===== src/rtl/hdr_tone_mapper_top_macros.svh =====
// ----------------------------------------------------------------------------
// hdr_tone_mapper_top_macros.svh
// Assertion macros shared by the tone mapper RTL.
// ----------------------------------------------------------------------------
`ifndef HDR_TONE_MAPPER_TOP_MACROS_SVH
`define HDR_TONE_MAPPER_TOP_MACROS_SVH
`ifndef ASSERT_OFF
`define HTM_ASSERT(lbl, cond, msg) \
   lbl: assert property (@(posedge clock) disable iff (reset) (cond)) else $error(msg);
`define HTM_ASSERT_NEXT(lbl, pre, post, msg) \
   lbl: assert property (@(posedge clock) disable iff (reset) (pre) |=> (post)) else $error(msg);
`else
`define HTM_ASSERT(lbl, cond, msg)
`define HTM_ASSERT_NEXT(lbl, pre, post, msg)
`endif
`endif


===== src/rtl/htm_pkg.sv =====
// ----------------------------------------------------------------------------
// htm_pkg
// Types, constants and the exposure table of the HDR tone mapper.
// ----------------------------------------------------------------------------
`timescale 1ns / 1ps

package htm_pkg;

   typedef logic signed [23:0] hdr_type;   // signed Q7.16 input channel
   typedef logic [22:0]        lin_type;   // non-negative Q7.16 after clamp
   typedef logic [16:0]        q16_type;   // Q0.16, 65536 = 1.0

   typedef struct packed {
      q16_type red;
      q16_type green;
      q16_type blue;
   } rgb_out_type;

   localparam int FIFO_DEPTH = 32;
   localparam int PTR_W      = 5;
   localparam int CNT_W      = 6;

   localparam q16_type Q_ONE      = 17'd65536;
   localparam logic [22:0] PBR_START  = 23'd49807;
   localparam logic [22:0] PBR_SHIFT  = 23'd34078;   // start - D
   localparam logic [22:0] PBR_D      = 23'd15729;
   localparam logic [28:0] PBR_D_SQ   = 29'd247401441;
   localparam logic [22:0] PBR_KNEE   = 23'd5243;    // 0.08
   localparam logic [12:0] PBR_OFF    = 13'd2621;    // 0.04
   localparam logic [36:0] PBR_DESAT  = 37'd9830;    // 0.15

   localparam logic [22:0] ACES_BIG   = 23'd524288;  // 8.0
   localparam logic [36:0] ACES_A     = 37'd164495;
   localparam logic [36:0] ACES_B_SH  = 37'd128843776;  // 0.03 in Q.32
   localparam logic [36:0] ACES_C     = 37'd159252;
   localparam logic [36:0] ACES_D_SH  = 37'd2534014976; // 0.59 in Q.32
   localparam logic [55:0] ACES_E_SH  = 56'd39406324940800; // 0.14 in Q.48

   // round(2^(f/16) * 65536)
   function automatic q16_type exp_frac(input logic [3:0] f);
      q16_type r;
      case (f)
         4'd0:  r = 17'd65536;
         4'd1:  r = 17'd68438;
         4'd2:  r = 17'd71468;
         4'd3:  r = 17'd74632;
         4'd4:  r = 17'd77936;
         4'd5:  r = 17'd81386;
         4'd6:  r = 17'd84990;
         4'd7:  r = 17'd88752;
         4'd8:  r = 17'd92682;
         4'd9:  r = 17'd96785;
         4'd10: r = 17'd101070;
         4'd11: r = 17'd105545;
         4'd12: r = 17'd110218;
         4'd13: r = 17'd115098;
         4'd14: r = 17'd120194;
         4'd15: r = 17'd125515;
         default: r = 17'd65536;
      endcase
      return r;
   endfunction

endpackage


===== src/rtl/htm_exp.sv =====
// ----------------------------------------------------------------------------
// htm_exp
// One channel: clamp negatives, scale by 2^(EV/16), round and saturate.
// ----------------------------------------------------------------------------
`timescale 1ns / 1ps

module htm_exp (
   input  logic             clock,
   input  logic             reset,
   input  logic             in_vld,
   input  htm_pkg::hdr_type in_raw,
   input  logic [7:0]       in_u,      // clamped EV + 128
   output logic             out_vld,
   output htm_pkg::lin_type out_lin
);
   import htm_pkg::*;

   lin_type     x;
   logic [39:0] p_in, p_ff;
   logic [3:0]  sh_ff;
   logic        vld1_ff, vld2_ff;
   logic [55:0] rnd;
   lin_type     lin_in, lin_ff;

   assign x    = in_raw[23] ? '0 : in_raw[22:0];
   assign p_in = {17'b0, x} * {23'b0, exp_frac(in_u[3:0])};

   // 2^k with k = s - 8 folded into one shift by s and a fixed >> 24
   assign rnd    = {1'b0, 55'(p_ff) << sh_ff} + 56'h80_0000;
   assign lin_in = (|rnd[55:47]) ? 23'h7F_FFFF : rnd[46:24];

   always_ff @(posedge clock) begin
      if (reset) begin
         vld1_ff <= 1'b0;
         vld2_ff <= 1'b0;
      end else begin
         vld1_ff <= in_vld;
         vld2_ff <= vld1_ff;
      end
      p_ff   <= p_in;
      sh_ff  <= in_u[7:4];
      lin_ff <= lin_in;
   end

   assign out_vld = vld2_ff;
   assign out_lin = lin_ff;

endmodule


===== config.mk =====
export PLATFORM = sky130hd
export DESIGN_NAME = htm_exp
export DESIGN_NICKNAME = d
export VERILOG_FILES = /design/src/rtl/hdr_tone_mapper_top_macros.svh /design/src/rtl/htm_pkg.sv /design/src/rtl/htm_exp.sv
export SDC_FILE = /design/constraint.sdc
export NUM_CORES = 1
export LEC_CHECK = 0
export BUFFER_PORTS_ARGS = -buffer_cell sky130_fd_sc_hd__clkbuf_2
export CAP_MARGIN = 20
export CORE_ASPECT_RATIO = 1.1
export CORE_MARGIN = 2
export CORE_UTILIZATION = 48
export CTS_CLUSTER_SIZE = 28
export DETAILED_ROUTE_END_ITERATION = 8
export PLACE_DENSITY = 0.64
export SLEW_MARGIN = 20
export SYNTH_ARGS = -nofsm -noshare
export SYNTH_HDL_FRONTEND = slang
export SYNTH_SLANG_ARGS = --single-unit

===== constraint.sdc =====
create_clock -name clock -period 21.2 [get_ports clock]
set_input_delay 4.24 -clock clock [delete_from_list [all_inputs] [get_ports clock]]
set_output_delay 4.24 -clock clock [all_outputs]
set_load 0.01 [all_outputs]

Word-level counts from Yosys, hierarchy flattened
Memory sizes are Yosys's and may differ from the RTL's. Index checks and enable logic that the tools add are counted.

Add/subtract/negate cells: 1. Multipliers: 1. Shift-type cells: 1. Multiplexer cells: 1. Reduce and logical (&&, ||, !) cells: 1.

Operators by type and width (number): 55-bit by 24-bit adder with 56-bit output (second input constant) (1); 40-bit by 4-bit left shift with 55-bit output (1); 23-bit by 17-bit multiplier with 40-bit output (1); 23-bit two-way mux (1); 9-bit OR reduction (1).

Bits in registers: 69. ROM bits: 256. Memories kept: 1.

Memories: (name not given) (depth 16, bits a word 16, rd ports 1, clocked after memory_dff 0, write ports 0, RTL line htm_pkg.sv:42) `case (f)`.

Depth between registers and ports, before layout
Gate-level depths: netlist of the first run.

Depth after elaboration: 3. Mapped depth: 30.

Worst setup path after synthesis of the first run
No wires, ideal clock.

Path type: input to register. Start: input in_u[2]. End: register p_ff[25]. Setup time: 72 ps. Data arrival time: 10637 ps. Data required time: 21128 ps. Path slack: 10491 ps. Stages on the path: 28. Cell sequence: clkbuf_1 clkbuf_1 nor2_1 a21oi_1 clkbuf_1 nand2_1 fa_1 inv_1 fa_1 inv_1 fa_1 inv_1 fa_1 fa_1 inv_1 fa_1 inv_1 ha_1 a211oi_1 nand2_1 or3_1 a31o_2 and3_1 o21a_1 o21a_1 o21a_1 nor2_1 xnor2_1.

Longest elaborated chain between the ends: 2.

Ends and longest elaborated chain: from (decl) (RTL line htm_exp.sv:12) `input logic [7:0] in_u,`; memory 16 x 16 bit; 23-bit by 17-bit multiplier with 40-bit output (RTL line htm_exp.sv:26) `assign p_in = {17'b0, x} * {23'b0, exp_frac(in_u[3:0])};`; net p_in[25] (RTL line htm_exp.sv:19) `logic [39:0] p_in, p_ff;`; to (signal assigned) (RTL line htm_exp.sv:40) `p_ff <= p_in;`; to (decl) (RTL line htm_exp.sv:19).

The timed path passes the listed nets, and every way through them passes these cells. A chain may end at the register's enable or synchronous reset.

Worst setup path in the final report of the first run
Start: input in_u[1]. End: register p_ff[39].

Same word-level chain as after synthesis.

==> results of run 1 <==
## worst max-delay path, cell delays in order
cell and delay, ns:
clkbuf_2 0.19, inv_1 0.15, ha_1 0.41, nor2_1 0.09, a21oi_1 0.14, a21o_1 0.78
nand2_1 0.17, fa_1 0.52, fa_1 0.51, fa_1 0.52, inv_1 0.06, fa_1 0.51
fa_1 0.49, inv_1 0.05, fa_1 0.48, inv_1 0.04, ha_1 0.34, a21oi_1 0.17
o21ai_0 0.15, or3_1 0.36, a31o_2 0.24, nand3_1 0.10, a21oi_1 0.13, o21ai_0 0.33
o21ai_0 0.20, o21ai_0 0.23, xnor2_1 0.13
## per-stage QoR
stage,utilization (%),cell area (sq um),instances,hold WS (ns),setup slack (ns)
after floorplan,-,16100,1864,0.414,10.49
after global placement,50.5,16700,2286,0.432,9.64
after detailed placement,50.5,16700,2286,0.442,9.44
after CTS,51.2,17000,2301,0.460,9.80
after global routing,51.2,17000,2301,0.463,9.30
final,51.2,17000,2301,0.456,9.73
## where the power goes
part	leakage [nW]	internal, mW	switching, mW	total (mW)
Clock	0.129	0.0809	0.0466	0.128
Combinational	8.04	0.615	0.862	1.48
Sequential	0.513	0.184	0.0331	0.217
## final timing paths
path	from	end	slack [ns]	cells past startpoint
hold reg to reg	vld1_ff	out_vld	0.46	1
setup / recovery	in_u[1]	p_ff[39]	9.73	27
setup reg to reg	sh_ff[0]	out_lin[16]	16.80	11
hold / removal	vld1_ff	out_vld	0.46	1
## layout by cell type, fill, tap and decap left out, types with 27 or more instances in the layout
master / count
dfxtp_1: 60
clkbuf_2: 58
xnor2_1: 28
ha_1: 120
inv_1: 399
o21ai_0: 38
fa_1: 312
mux4_1: 27
nand2_1: 297
nand2b_1: 28
a21oi_1: 33
nor2_1: 172
## sequential cells by signal, indices dropped and copies added (netlist names)
| name | cells |
|---|---|
| sh_ff | 4 |
| out_lin | 23 |
| out_vld | 1 |
| p_ff | 32 |
| vld1_ff | 1 |
## area by class of cell
type	count	area, sq um	share of cell area [%]
sequential	61	1220	7.19
inverter	404	1520	8.91
tap	432	541	3.18
multi-input combinational	1314	13100	76.7
clock buffer	13	250	1.47
clock inverter	2	10.0	0.0588
timing repair buffer	75	418	2.46
## cells by family after synthesis
kind of cell | count (synthesis)
buf+inv | 489
compound gates | 149
flops | 61
xor+xnor | 50
simple gates | 620
fa+ha+maj | 432
mux | 63
## per-layer routing
metal | routed length (um) | global-route usage, %
met3 | 3010 | 4.28
met2 | 20700 | 42.6
met4 | 1270 | 8.31
met1 | 17300 | 33.6
met5 | 0 | 0
==> impl_metrics.ini, run 1 <==
[floorplanning]
dieHeight_um = 196
core-area_sq_um = 33200
rows = 70
io_pins = 59
die_area_sq_um = 35100
fp.dieW_um = 179
initial_core_util_pct = 48.6

[sta]
skew_ns = 0.00585
maxSlewViolCount = 0
worst_pin_slew_ns = 1.12
finalCritPeriodShare_pct = 54.1
rsz0062_at_grt = no
finalSetupTns_ns = 0
hold_viol = 0
setup_violations = 0
clock.fmax_mhz = 87.2
relSlewSlack_pct = 25.2
layout_min_cycle_time_ns = 11.47

[detailed_routing]
wl_um = 42300
avgViaCountPerCell = 5.45
antenna_left = 0
wire_per_inst_um = 18.4
drt_iter0_markers = 838
vias = 12500
drc_errors = 0
first_pass_iters = 5

[synthesis]
synth_enable_flop_cells = 0
ys_seq_area_share_pct = 7.57
synth_compound_area_share_pct = 6.11
yosysTopAreaCellShare_pct = 38.7
synth_xor_area_share_pct = 2.71
synth_area_per_cell_sq_um = 8.65
ys_types = 67
synth-simple-area-share_pct = 16.8
yosysWarnings = 0
yosysMostFrequentCell = inv_1
synth_area_sq_um = 16100
synth_adder_area_share_pct = 48.0
synth_area_leaders = fa_1, ha_1, inv_1
ys.flop_type = dfxtp_1
synthesis.nets = 2331
synth_top_family_by_area = adder cells
synthCells = 1864
synth_mux_area_share_pct = 7.03
yosys.area.top_type = fa_1
ys_ff_latch = 61
synth-async-reset-ratio_pct = 0
netlist_top_cells_count = inv_1, fa_1, nand2_1

[finish]
fill_cells = 3126
drive_gt1_share_pct = 8.08
antenna_cells = 0
area_growth_pct = 5.45
nets = 2332

[clocking]
clk_latency_ns = 0.34
cts_buffers = 9
cts.clk_slew.worst_paths_ns = 0.05
cts_num_sinks = 61
hold_buffers = 0
cts_tree = built
cts_setup_buffers = 0
cts_max_level = 3
cts-root-buf = clkbuf_16
cts_buffer_depth = 2
ctsResizeCount = 0

[place]
port_buffers = 58
place.gp.congestion = 0.962
hpwlAfterDp_um = 33700

[status]
status = finished, final reports clean

[critical_path]
criticalPathCategory = in -> reg
crit_path_end_kind = register
cp.arrival_ns = 11.74
worstSetupStartpointType = input port
crit_fanout = 23
worstPathRequired_ns = 21.46

[global_routing]
grt_pass1_wl_um = 68900
gr-total-overflow = 0
grt_usage_pct = 25.5
grt_antenna_before_repair = 0
grt_pass1_vias = 13100
grt_max_degree = 46

[worst_hold_path]
hp-class = reg -> reg

[flow_run]
maxCapViolations = 0

[power]
powerDensity_nw_per_um2 = 107
finalPower_mw = 1.82
peakVddDrop_v = 0.0000655
p_leak_nw = 8.69
Power figures use the tool's default switching activity.
==> run 2, diff against run 1 <==
PLACE_DENSITY = 0.67   (was 0.64)
clock period = 9.6 ns   (was 21.2 ns; I/O delays follow)
==> run 2 against run 1 <==
Against the previous run: die area unchanged; largest power group unchanged; worst hold slack worse by 0.0051 ns; cell count increased by 1.3%; routed wire length shrank 1.7%; non-clock buffer count up 30; clock-buffer cell count stayed put; critical path depth increased by 2; sequential share of layout area decreased by 0.11 points; clock skew hardly changed; via count down 0.13%; setup slack got worse by 8.9 ns; core utilization up 0.83 points.
==> impl_metrics.ini, run 2 (synthesis gave the netlist of run 1 again) <==
[floorplanning]
die_area_sq_um = 35100
io_pins = 59
dieHeight_um = 196
core-area_sq_um = 33200
fp.dieW_um = 179
initial_core_util_pct = 48.6
rows = 70

[place]
hpwlAfterDp_um = 34100
place.gp.congestion = 0.906
port_buffers = 58
placed_cell_area_sq_um = 17000
pre_cts_ws_ns = 0.540

[power]
peakVddDrop_v = 0.000163
finalPower_mw = 4.08
powerDensity_nw_per_um2 = 236
p_leak_nw = 8.86

[finish]
ff_latch_area_sq_um = 1220
drive_gt1_share_pct = 9.47
area_growth_pct = 7.16
multiInputGateArea_sq_um = 13000
antenna_cells = 0
nets = 2362
mostFrequentLayoutCell = inv_1
fill_cells = 3124
regMostFlops = p_ff
final_util_pct = 52.1
largest_reg_flops = 32
design_area_sq_um = 17300
final_cell_mix = inv_1, fa_1, nand2_1

[sta]
maxSlewViolCount = 0
relSlewSlack_pct = 33.1
clock.fmax_mhz = 114
layout_min_cycle_time_ns = 8.75
fin_ws_ns = 0.848
worst_pin_slew_ns = 1.00
finalCritPeriodShare_pct = 91.2
rsz0062_at_grt = no
finalSetupTns_ns = 0
setup_violations = 0
skew_ns = 0.00574
hold_viol = 0

[global_routing]
grt_usage_pct = 24.9
grt_max_degree = 46
gr-total-overflow = 0
grt_pass1_vias = 13200
grt_antenna_before_repair = 1
grt_pass1_wl_um = 67800

[detailed_routing]
wl_um = 41600
antenna_left = 0
drc_errors = 0
first_pass_iters = 5
drt_iter0_markers = 754
avgViaCountPerCell = 5.37
wire_per_inst_um = 17.8
vias = 12500

[critical_path]
worstPathRequired_ns = 9.86
r2r-end = out_lin[16]
crit_cells = 29
path_delay_family = adder cells
worst-r2r-cell-count = 11
crit_path_end_kind = register
r2r_slack_ns = 5.23
crit_fanout = 23
crit_path_max_incr_delay_ns = 0.53
critPathLaunch = in_u[3]
cp.arrival_ns = 9.01
endpoint = p_ff[39]
criticalPathCategory = in -> reg
cp.buffers_inverters = 8
cp_slowest_cell = fa_1
worstSetupStartpointType = input port
r2r_start = sh_ff[0]

[clocking]
cts_max_level = 3
clk_latency_ns = 0.33
ctsResizeCount = 0
cts_buffers = 9
cts_num_sinks = 61
cts_tree = built
hold_buffers = 0
cts.clk_slew.worst_paths_ns = 0.05
cts_buffer_depth = 2
cts_setup_buffers = 0
cts-root-buf = clkbuf_16

[flow_run]
maxCapViolations = 0

[status]
status = finished, final reports clean

[worst_hold_path]
hp-class = reg -> reg
==> run 2: changes by cell type in the layout (fill, tap and decap cells not counted), sizes merged <==
| cell | before | now |
|---|---|---|
| buf | 17 | 47 |
| bufinv | 0 | 2 |
| clkinv | 6 | 4 |
| clkinvlp | 0 | 1 |
==> run 2: layout make-up <==
| cell class | instances | area share (%) |
|---|---|---|
| timing repair buffer | 105 | 3.72 |
| sequential | 61 | 7.07 |
| tap | 432 | 3.13 |
| clock buffer | 13 | 1.51 |
| clock inverter | 3 | 0.391 |
| multi-input combinational | 1314 | 75.4 |
| inverter | 404 | 8.77 |
==> run 2: how the worst min path moves through the flow <==
| stage | slack (ns) | cells past startpoint | end | startpoint |
|---|---|---|---|---|
| after floorplan | 0.41 | 1 | out_vld | vld1_ff |
| after detailed placement | 0.45 | 1 | out_vld | vld1_ff |
| after CTS | 0.45 | 1 | out_vld | vld1_ff |
| final | 0.45 | 1 | out_vld | vld1_ff |
| after global routing | 0.45 | 1 | out_vld | vld1_ff |
| after global placement | 0.43 | 1 | out_vld | vld1_ff |
==> run 2: metal layers <==
metal,share of wire (%),GRT usage [%],up-vias
li1,-,-,5757
met4,3.1,8.61,2
met2,50,42.7,423
met5,0.031,0,-
met3,5.7,3.47,83
met1,42,32.1,6264
==> run 2: worst reg2reg max path: cells and delay by family, from the launching register on <==
family                 cells  cell delay, ns
multiplexers               3            0.83
AND/OR/NAND/NOR            5            1.62
buffers and inverters      1            0.31
AO/OA/AOI/OAI              2            0.47
flip-flops                 1            0.98
==> run 2: power breakdown <==
part	switching [mW]	internal [mW]
clock	0.105	0.241
sequential	0.0704	0.405
combinational	1.89	1.37
==> run 2: stage by stage <==
step	hold WS [ns]	cells
floorplan	0.414	1864
global placement	0.431	2316
detailed placement	0.446	2316
CTS	0.454	2332
global route	0.455	2332
finish	0.451	2332
